[config.mk]
export PLATFORM = sky130hd
export DESIGN_NAME = include_directive_scanner
export DESIGN_NICKNAME = d
export VERILOG_FILES = /design/src/design/ids_pkg.sv /design/src/design/ids_token.sv /design/src/design/include_directive_scanner.sv
export SDC_FILE = /design/constraint.sdc
export NUM_CORES = 1
export LEC_CHECK = 0
export BUFFER_PORTS_ARGS = -buffer_cell sky130_fd_sc_hd__buf_2
export CORE_ASPECT_RATIO = 1.75
export CORE_MARGIN = 1
export CORE_UTILIZATION = 45
export DETAILED_ROUTE_END_ITERATION = 10
export PLACE_DENSITY_LB_ADDON = 0.25
export SYNTH_ARGS = -nofsm -noshare
export SYNTH_HDL_FRONTEND = slang
export SYNTH_SLANG_ARGS = --single-unit
[constraint.sdc]
create_clock -name clk -period 8.8 [get_ports clk]
set_input_delay 1.76 -clock clk [delete_from_list [all_inputs] [get_ports clk]]
set_output_delay 1.76 -clock clk [all_outputs]
set_load 0.005 [all_outputs]
[src/design/ids_pkg.sv]
// ----------------------------------------------------------------------------
// ids_pkg
// Shared types, character codes and window sizes for the include directive
// scanner.
// ----------------------------------------------------------------------------
package ids_pkg;

	localparam int LOOKAHEAD_DEPTH   = 6;
	localparam int POSITION_BITS_DEF = 32;
	localparam int SPAN              = LOOKAHEAD_DEPTH + 1;
	localparam int FILL_W            = $clog2(SPAN + 1);
	localparam int KW_LEN            = 7;

	typedef logic [7:0] ids_byte_t;
	typedef ids_byte_t [SPAN-1:0] ids_win_t;
	typedef logic [FILL_W-1:0] ids_fill_t;

	localparam ids_byte_t CH_HASH  = 8'h23;
	localparam ids_byte_t CH_QUOTE = 8'h22;
	localparam ids_byte_t CH_LT    = 8'h3C;
	localparam ids_byte_t CH_GT    = 8'h3E;
	localparam ids_byte_t CH_SLASH = 8'h2F;
	localparam ids_byte_t CH_STAR  = 8'h2A;
	localparam ids_byte_t CH_CR    = 8'h0D;
	localparam ids_byte_t CH_LF    = 8'h0A;

	localparam ids_byte_t KW_INCLUDE [KW_LEN] = '{
		8'h69, 8'h6E, 8'h63, 8'h6C, 8'h75, 8'h64, 8'h65
	};

	localparam ids_fill_t TOK_ONE = ids_fill_t'(1);
	localparam ids_fill_t TOK_TWO = ids_fill_t'(2);
	localparam ids_fill_t TOK_KW  = ids_fill_t'(KW_LEN);

	typedef struct packed {
		logic [7:0] text_byte;
		logic       end_of_text;
	} ids_in_t;

	typedef struct packed {
		logic [31:0] line_number;
		logic [31:0] directive_position;
		logic [31:0] name_start;
		logic [31:0] name_length;
		logic        is_system;
	} ids_out_t;

	typedef struct packed {
		logic line_cmt;
		logic block_cmt;
		logic in_incl;
		logic dir_open;
		logic quote_open;
		logic angle_open;
	} ids_flags_t;

endpackage

[src/design/ids_token.sv]
// ----------------------------------------------------------------------------
// ids_token
// Resolves one token at the head of the byte window and gives the next scan
// state, the token length and an include record when one completes.
// ----------------------------------------------------------------------------
module ids_token #(
	parameter int POSITION_BITS = ids_pkg::POSITION_BITS_DEF
) (
	input  ids_pkg::ids_win_t    win,
	input  ids_pkg::ids_fill_t   avail,
	input  ids_pkg::ids_flags_t  flags,
	input  logic [POSITION_BITS-1:0] text_pos,
	input  logic [POSITION_BITS-1:0] dir_off,
	input  logic [POSITION_BITS-1:0] quote_off,
	input  logic [POSITION_BITS-1:0] angle_off,
	input  logic [31:0]          line_cnt,
	output ids_pkg::ids_flags_t  flags_nx,
	output logic [POSITION_BITS-1:0] text_pos_nx,
	output logic [POSITION_BITS-1:0] dir_off_nx,
	output logic [POSITION_BITS-1:0] quote_off_nx,
	output logic [POSITION_BITS-1:0] angle_off_nx,
	output logic [31:0]          line_cnt_nx,
	output ids_pkg::ids_fill_t   tok_len,
	output logic                 hit,
	output ids_pkg::ids_out_t    record
);
	import ids_pkg::*;

	logic                     comment;
	logic                     quoted;
	logic                     kw;
	logic                     two;
	logic                     sys;
	ids_byte_t                c0;
	ids_byte_t                c1;
	logic [POSITION_BITS-1:0] open_sel;
	logic [POSITION_BITS-1:0] name_beg;
	logic [POSITION_BITS-1:0] name_len;

	assign comment = flags.line_cmt | flags.block_cmt;
	assign quoted  = flags.quote_open | flags.angle_open;
	assign c0      = win[0];
	assign c1      = win[1];
	assign two     = avail >= TOK_TWO;

	always_comb begin
		kw = (avail >= TOK_KW);
		for (int i = 0; i < KW_LEN; i++) begin
			if (win[i] != KW_INCLUDE[i]) begin
				kw = 1'b0;
			end
		end
	end

	always_comb begin
		flags_nx     = flags;
		dir_off_nx   = dir_off;
		quote_off_nx = quote_off;
		angle_off_nx = angle_off;
		line_cnt_nx  = line_cnt;
		tok_len      = TOK_ONE;
		hit          = 1'b0;
		sys          = 1'b0;
		if (kw) begin
			if (!comment && !flags.in_incl && !quoted && flags.dir_open) begin
				flags_nx.in_incl = 1'b1;
			end
			tok_len = TOK_KW;
		end else if (c0 == CH_HASH) begin
			if (!quoted && !comment) begin
				flags_nx.dir_open = 1'b1;
				dir_off_nx        = text_pos;
			end
		end else if (c0 == CH_QUOTE) begin
			if (flags.quote_open) begin
				if (!flags.angle_open) begin
					if (flags.in_incl) begin
						hit              = 1'b1;
						flags_nx.dir_open = 1'b0;
						flags_nx.in_incl  = 1'b0;
					end
					flags_nx.quote_open = 1'b0;
				end
			end else if (!comment && !flags.angle_open) begin
				flags_nx.quote_open = 1'b1;
				quote_off_nx        = text_pos;
			end
		end else if (c0 == CH_LT) begin
			if (!comment && !quoted) begin
				flags_nx.angle_open = 1'b1;
				angle_off_nx        = text_pos;
			end
		end else if (c0 == CH_GT) begin
			if (flags.angle_open && !flags.quote_open) begin
				if (flags.in_incl) begin
					hit               = 1'b1;
					sys               = 1'b1;
					flags_nx.dir_open = 1'b0;
					flags_nx.in_incl  = 1'b0;
				end
				flags_nx.angle_open = 1'b0;
			end
		end else if (two && c0 == CH_SLASH && c1 == CH_SLASH) begin
			if (!quoted && !comment) begin
				flags_nx.line_cmt   = 1'b1;
				flags_nx.quote_open = 1'b0;
				flags_nx.angle_open = 1'b0;
				flags_nx.dir_open   = 1'b0;
				flags_nx.in_incl    = 1'b0;
			end
			tok_len = TOK_TWO;
		end else if (two && c0 == CH_SLASH && c1 == CH_STAR) begin
			if (!quoted && !comment) begin
				flags_nx.block_cmt  = 1'b1;
				flags_nx.quote_open = 1'b0;
				flags_nx.angle_open = 1'b0;
				flags_nx.dir_open   = 1'b0;
				flags_nx.in_incl    = 1'b0;
			end
			tok_len = TOK_TWO;
		end else if (two && c0 == CH_STAR && c1 == CH_SLASH) begin
			if (flags.block_cmt) begin
				flags_nx.block_cmt = 1'b0;
				flags_nx.line_cmt  = 1'b0;
			end
			tok_len = TOK_TWO;
		end else if (c0 == CH_CR || c0 == CH_LF) begin
			if (two && c0 == CH_CR && c1 == CH_LF) begin
				tok_len = TOK_TWO;
			end
			flags_nx.line_cmt   = 1'b0;
			flags_nx.quote_open = 1'b0;
			flags_nx.angle_open = 1'b0;
			flags_nx.dir_open   = 1'b0;
			flags_nx.in_incl    = 1'b0;
			line_cnt_nx         = line_cnt + 32'd1;
		end
	end

	assign text_pos_nx = text_pos + POSITION_BITS'(tok_len);
	assign open_sel    = sys ? angle_off : quote_off;
	assign name_beg    = open_sel + POSITION_BITS'(1);
	assign name_len    = text_pos - open_sel - POSITION_BITS'(1);

	assign record.line_number        = line_cnt;
	assign record.directive_position = 32'(dir_off);
	assign record.name_start         = 32'(name_beg);
	assign record.name_length        = 32'(name_len);
	assign record.is_system          = sys;

endmodule

[src/design/include_directive_scanner.sv]
// ----------------------------------------------------------------------------
// include_directive_scanner
// Scans source text a byte per word and emits one record per completed
// include directive.
//
// Takes one text byte per cycle while nothing stalls. A byte lands in an input
// register and then moves into a seven-byte window; once the window is full,
// one token unit resolves the token at its head in the same cycle as the byte
// that filled it moves in, and a record for a completed include is then loaded
// into the result register. A result that waits for the receiver holds the input.
// A byte marked end of text starts a flush in which the token unit resolves
// one pending token per cycle while the result can move on; a following byte
// can wait in the input register but enters the window only when the flush is
// done. Configuration writes are taken in any cycle and load the line counter.
// ----------------------------------------------------------------------------
module include_directive_scanner #(
	parameter int POSITION_BITS = ids_pkg::POSITION_BITS_DEF
) (
	input  logic              clk,
	input  logic              arst_n,
	input  logic              char_valid,
	output logic              char_ready,
	input  ids_pkg::ids_in_t  char_data,
	output logic              rec_valid,
	input  logic              rec_ready,
	output ids_pkg::ids_out_t rec_data,
	input  logic              cfg_valid,
	output logic              cfg_ready,
	input  logic              cfg_data
);
	import ids_pkg::*;

	logic                     valid_s1;
	ids_in_t                  char_s1;
	ids_win_t                 win_q;
	ids_fill_t                fill_q;
	logic                     flush_q;
	logic                     flush_hit_q;
	ids_flags_t               flags_q;
	logic [POSITION_BITS-1:0] pos_q;
	logic [POSITION_BITS-1:0] dir_q;
	logic [POSITION_BITS-1:0] quote_q;
	logic [POSITION_BITS-1:0] angle_q;
	logic [31:0]              line_q;
	logic                     rec_valid_q;
	ids_out_t                 rec_q;

	logic                     out_free;
	logic                     fire;
	logic                     step_flush;
	logic                     run_tok;
	logic                     rec_load;
	ids_win_t                 buf_win;
	ids_win_t                 shifted;
	ids_fill_t                avail;
	ids_flags_t               flags_nx;
	logic [POSITION_BITS-1:0] pos_nx;
	logic [POSITION_BITS-1:0] dir_nx;
	logic [POSITION_BITS-1:0] quote_nx;
	logic [POSITION_BITS-1:0] angle_nx;
	logic [31:0]              line_nx;
	ids_fill_t                tok_len;
	logic                     hit;
	ids_out_t                 record;

	assign out_free   = !rec_valid_q || rec_ready;
	assign fire       = valid_s1 && !flush_q && out_free;
	assign step_flush = flush_q && out_free;
	assign run_tok    = (fire && !char_s1.end_of_text && fill_q == ids_fill_t'(SPAN - 1))
		|| step_flush;
	assign rec_load   = run_tok && hit && !(step_flush && flush_hit_q);
	assign avail      = fire ? fill_q + TOK_ONE : fill_q;

	assign char_ready = !valid_s1 || fire;
	assign cfg_ready  = 1'b1;
	assign rec_valid  = rec_valid_q;
	assign rec_data   = rec_q;

	always_comb begin
		buf_win = win_q;
		for (int i = 0; i < SPAN; i++) begin
			if (fire && fill_q == ids_fill_t'(i)) begin
				buf_win[i] = char_s1.text_byte;
			end
		end
	end

	always_comb begin
		shifted = buf_win;
		case (tok_len)
			TOK_ONE: begin
				for (int i = 0; i < SPAN - 1; i++) begin
					shifted[i] = buf_win[i + 1];
				end
			end
			TOK_TWO: begin
				for (int i = 0; i < SPAN - 2; i++) begin
					shifted[i] = buf_win[i + 2];
				end
			end
			default: shifted = buf_win;
		endcase
	end

	ids_token #(
		.POSITION_BITS(POSITION_BITS)
	) u_token (
		.win         (buf_win),
		.avail       (avail),
		.flags       (flags_q),
		.text_pos    (pos_q),
		.dir_off     (dir_q),
		.quote_off   (quote_q),
		.angle_off   (angle_q),
		.line_cnt    (line_q),
		.flags_nx    (flags_nx),
		.text_pos_nx (pos_nx),
		.dir_off_nx  (dir_nx),
		.quote_off_nx(quote_nx),
		.angle_off_nx(angle_nx),
		.line_cnt_nx (line_nx),
		.tok_len     (tok_len),
		.hit         (hit),
		.record      (record)
	);

	always_ff @(posedge clk or negedge arst_n) begin
		if (!arst_n) begin
			valid_s1    <= 1'b0;
			fill_q      <= '0;
			flush_q     <= 1'b0;
			flush_hit_q <= 1'b0;
			flags_q     <= '0;
			pos_q       <= '0;
			dir_q       <= '0;
			quote_q     <= '0;
			angle_q     <= '0;
			line_q      <= 32'd1;
			rec_valid_q <= 1'b0;
		end else begin
			if (char_valid && char_ready) begin
				valid_s1 <= 1'b1;
			end else if (fire) begin
				valid_s1 <= 1'b0;
			end

			if (rec_load) begin
				rec_valid_q <= 1'b1;
			end else if (rec_ready) begin
				rec_valid_q <= 1'b0;
			end

			if (fire && char_s1.end_of_text) begin
				fill_q      <= avail;
				flush_q     <= 1'b1;
				flush_hit_q <= 1'b0;
			end else if (run_tok) begin
				fill_q <= avail - tok_len;
				if (step_flush && fill_q == tok_len) begin
					flush_q <= 1'b0;
				end
				if (rec_load && step_flush) begin
					flush_hit_q <= 1'b1;
				end
			end else if (fire) begin
				fill_q <= avail;
			end

			if (cfg_valid) begin
				line_q <= 32'(cfg_data);
			end else if (run_tok) begin
				line_q <= line_nx;
			end

			if (run_tok) begin
				flags_q <= flags_nx;
				pos_q   <= pos_nx;
				dir_q   <= dir_nx;
				quote_q <= quote_nx;
				angle_q <= angle_nx;
			end
		end
	end

	always_ff @(posedge clk) begin
		if (char_valid && char_ready) begin
			char_s1 <= char_data;
		end
		if (run_tok) begin
			win_q <= shifted;
		end else if (fire) begin
			win_q <= buf_win;
		end
		if (rec_load) begin
			rec_q <= record;
		end
	end

endmodule

==> summary.md <==
| Metric | Value |
|---|---|
| Biggest area consumer among synthesized cells | edfxtp_1 |
| Relative slew slack | between 20% and 30% |
| Total inserted antenna cells | 0 |
| Unrepaired setup endpoints after global routing | false |
| Initial DRC count | a little over 900 |
| Hold Worst Slack | between 0.4 and 0.5 ns |
| Number of antenna violations at the first check in global routing | 0 |
| Post-synth top flop | edfxtp_1 |
| Average instance area after synthesis | ~11 um^2 |
| Overall global routing resource usage | between 20% and 30% |
| Post-synthesis sequential element count | between 300 and 400 |
| Minimum setup slack among reg-to-reg paths | about 2.7 ns |
| Number of cells traversed by the worst register-to-register path | 19 |
| First-pass detailed-route iteration total | 5 |
| Half-perimeter wire length of the detailed placement result | between 30 and 40 mm |
| Main area contributors after synthesis | edfxtp_1 30%, dfrtp_1 22%, mux2i_1 4.5% |
| Fraction of layout cells with a size suffix above 1 | 17.1% |
| Status | finished, final reports clean |
| Share of synthesized area occupied by flip-flops and latches | between 50 and 60% |
| Final total negative setup slack | 0 ns |
| X dimension of the die | approximately 160 um |
| Cts-stage hold buffer count | 0 |
| Global-route wire length before repair | between 80 and 90 mm |
| Number of synthesis warnings | 0 |
| Number of buffers added on ports | 145 |
| Post-route minimum period | 6.63 ns |
| Worst-path fanout max | 30 |
| Clk Latency, worst-skew pair | about 0.54 ns |
| Worst Hold Class | register to register |
| Detailed-route vias per instance | slightly below 6 |
| TritonCTS Buffers | 36 |
| Cell area after synthesis | a little under 20000 um^2 |
| Overall Power | 5300 uW |
| Overflow left after global routing | 0 |
| Total die area | 43900 um^2 |
| Count of vias placed by the detailed router | 14700 |
| Number of endpoints failing setup at the final stage | 0 |
| H-tree lvl count | 2 |
| CTS sink count | roughly 370 |
| Termination of the worst setup path | rec_data[31] |
| Pre-CTS worst setup slack | 1.64 ns |
| Tightest Pin Transition | between 1 and 1.5 ns |
| Start point of the critical path | rec_ready |
| Number of max-capacitance violations reported | 0 |
| Final Max Tran Viols | 0 |
| Net total in the final layout | 1988 |
| Peak supply drop | between 0.2 and 0.25 mV |
| Final weighted congestion in routability-driven placement | roughly 0.92 |
| Filler Cells Inserted | around 3900 |
| Placeable core area | approximately 43000 um^2 |
| Share of the clock period used by the worst path | about three quarters |
| Number of buffers inserted to repair setup after CTS | 0 |
| R2R Path Start | fill_q[0] |
| Final hold violations | 0 |
| Top Ports | between 100 and 150 |
| DRC | 0 |
| Share of async-settable or async-resettable flops after synthesis | 47.1% |
| Max Freq | about 150 MHz |
| Number of enable-type register cells in the synthesized netlist | a little under 200 |
| Endpoint of the lowest-slack register-to-register path | rec_data[31] |
| WS Path Type | input pin to register |
| Register clock-pin slew on the reported worst setup and hold paths | approximately 0.07 ns |
| Layout Area Growth over Synthesis | 13.1% |
| Type of element capturing the critical path | register |
| Via count of the first global-routing pass | between 10000 and 15000 |
| Largest net degree at the start of global routing | approximately 110 |
| Routed Antenna Nets | 0 |
| Gate count after technology mapping | 1836 |
| Worst setup slack after layout | roughly 2.2 ns |
| Startpoint class of the critical path | input pin |
| WP data arrival | a little under 7 ns |
| Chip height | about 280 um |
| Initial core utilization | a little under half |
| TritonCTS clock tree | built |
| Power density normalized to cell area | around 240 nW/um^2 |
| Post-DR wirelength/cell | between 20 and 25 um |
| Root buffer selected by CTS | clkbuf_16 |
| P_leak | between 0.009 and 0.01 uW |
| Number of different library cells in the post-synthesis netlist | 85 |
| Resize count post-CTS | 0 |
| Synth top area share | 30.1% |
| Clk buf depth | 3 |
| Total wire length after detailed routing | 52.4 mm |
| Post-synthesis net count | 1874 |
| Critical Path RT | just over 9 ns |
| Number of rows in the core area | 100 |
| Worst clock skew on the final layout | 0.0296 ns |
==> registers in the layout, summed over array words and instances (netlist names) <==
name and cells:
angle_q 32, char_s1 9, dir_q 32, fill_q 3, flags_q 6, flush_hit_q 1, flush_q 1, line_q 32
pos_q 32, quote_q 32, rec_data 129, rec_valid 1, valid_s1 1, win_q 56
==> where the power goes <==
part           total (uW)  switching [uW]  internal (uW)
combinational        1330             844            484
sequential           2340             228           2110
clock                1630             679            953
total                5300            1750           3550
==> layer usage <==
metal	wire [um]	track usage, %	share of wire (%)
met1	18700	24.9	36
met2	29000	46.2	55
met5	0	0	0
met3	2060	2.51	3.9
met4	2680	12.8	5.1
==> layout make-up <==
class | instances | area (um^2) | area share (%)
clock inverter | 21 | 254 | 1.16
tap | 561 | 702 | 3.20
multi-input combinational | 1323 | 8670 | 39.6
clock buffer | 45 | 987 | 4.50
sequential | 367 | 10200 | 46.3
timing repair buffer | 176 | 965 | 4.40
inverter | 46 | 175 | 0.799
==> critical path: stages <==
cell	delay, ns
buf_2	0.09
and2b_4	0.20
or3_1	0.64
mux2_4	0.56
nand2_4	0.28
mux2i_1	0.37
ha_1	0.24
inv_1	0.06
fa_1	0.40
inv_1	0.10
o31ai_1	0.10
a41o_1	0.31
nor4_1	0.47
o21ai_0	0.25
a31oi_1	0.48
a21oi_1	0.24
o21ai_0	0.25
xor2_1	0.09
==> cell families (layout without fill, tap and decap cells) <==
group	count (synthesis)	in the layout	synth area share [%]
buf+inv	146	288	2.95
fa+ha+maj	38	38	2.38
simple gates	643	643	16.8
xor+xnor	132	132	5.97
compound gates	355	355	11.1
other cells	1	1	0.0194
mux	154	154	8.40
flops	367	367	52.4
==> cell usage after synthesis, types with 11 or more instances <==
| cell | number |
|---|---|
| and3_1 | 22 |
| ha_1 | 20 |
| o31ai_1 | 12 |
| nand3_1 | 56 |
| o22ai_1 | 13 |
| nor3_1 | 43 |
| mux2i_1 | 88 |
| a31oi_1 | 21 |
| nand2b_1 | 21 |
| or2_2 | 15 |
| o21ai_0 | 115 |
| nand2_1 | 153 |
| dfrtp_1 | 172 |
| a211oi_1 | 12 |
| nor2b_1 | 21 |
| inv_1 | 42 |
| a21oi_1 | 105 |
| or3_1 | 19 |
| edfxtp_1 | 194 |
| clkbuf_1 | 84 |
| xor2_1 | 48 |
| maj3_1 | 15 |
| nor4_1 | 21 |
| xnor2_1 | 84 |
| mux2_2 | 65 |
| nand4_1 | 33 |
| nor2_1 | 170 |
| and2_1 | 11 |
==> placed cells by master, fill, tap and decap left out, types with 6 or more instances in the layout <==
cell type / count
or4_1: 8
mux2_2: 65
and3_1: 22
clkbuf_16: 38
o21a_1: 7
o22ai_1: 13
and4_1: 7
edfxtp_1: 194
nand2_1: 151
inv_1: 41
nand2b_1: 21
dfrtp_1: 172
a21o_1: 9
clkinv_1: 7
or3_1: 18
nand3_1: 55
mux2i_1: 87
nand4_1: 33
buf_2: 144
nor3_1: 43
xor2_1: 48
nand4b_1: 9
nor2b_1: 21
xnor2_1: 84
maj3_1: 15
buf_4: 31
nor4_1: 21
clkinv_2: 6
o211ai_1: 10
a31oi_1: 21
a211oi_1: 12
nor2_1: 169
o31ai_1: 12
ha_1: 20
o211a_1: 6
or2_2: 15
a21oi_1: 105
clkbuf_1: 6
and2_1: 11
o21ai_0: 115
==> metrics by stage <==
stage	instance area, um^2	instances	utilization (%)
CTS	21900	2539	51.5
detailed placement	20700	2473	48.6
floorplan	19400	1836	-
global placement	20700	2473	48.6
finish	21900	2539	51.5
global route	21900	2539	51.5
==> worst min-delay path by stage <==
stage                   start      endpoint  depth (start not counted)
global route        dir_q[20]  rec_data[85]                          0
finish              dir_q[15]  rec_data[80]                          0
global placement     dir_q[0]  rec_data[65]                          0
CTS                  dir_q[0]  rec_data[65]                          0
floorplan            dir_q[0]  rec_data[65]                          0
detailed placement  dir_q[21]  rec_data[86]                          0
Note: power is estimated with default switching activity, not from simulation.
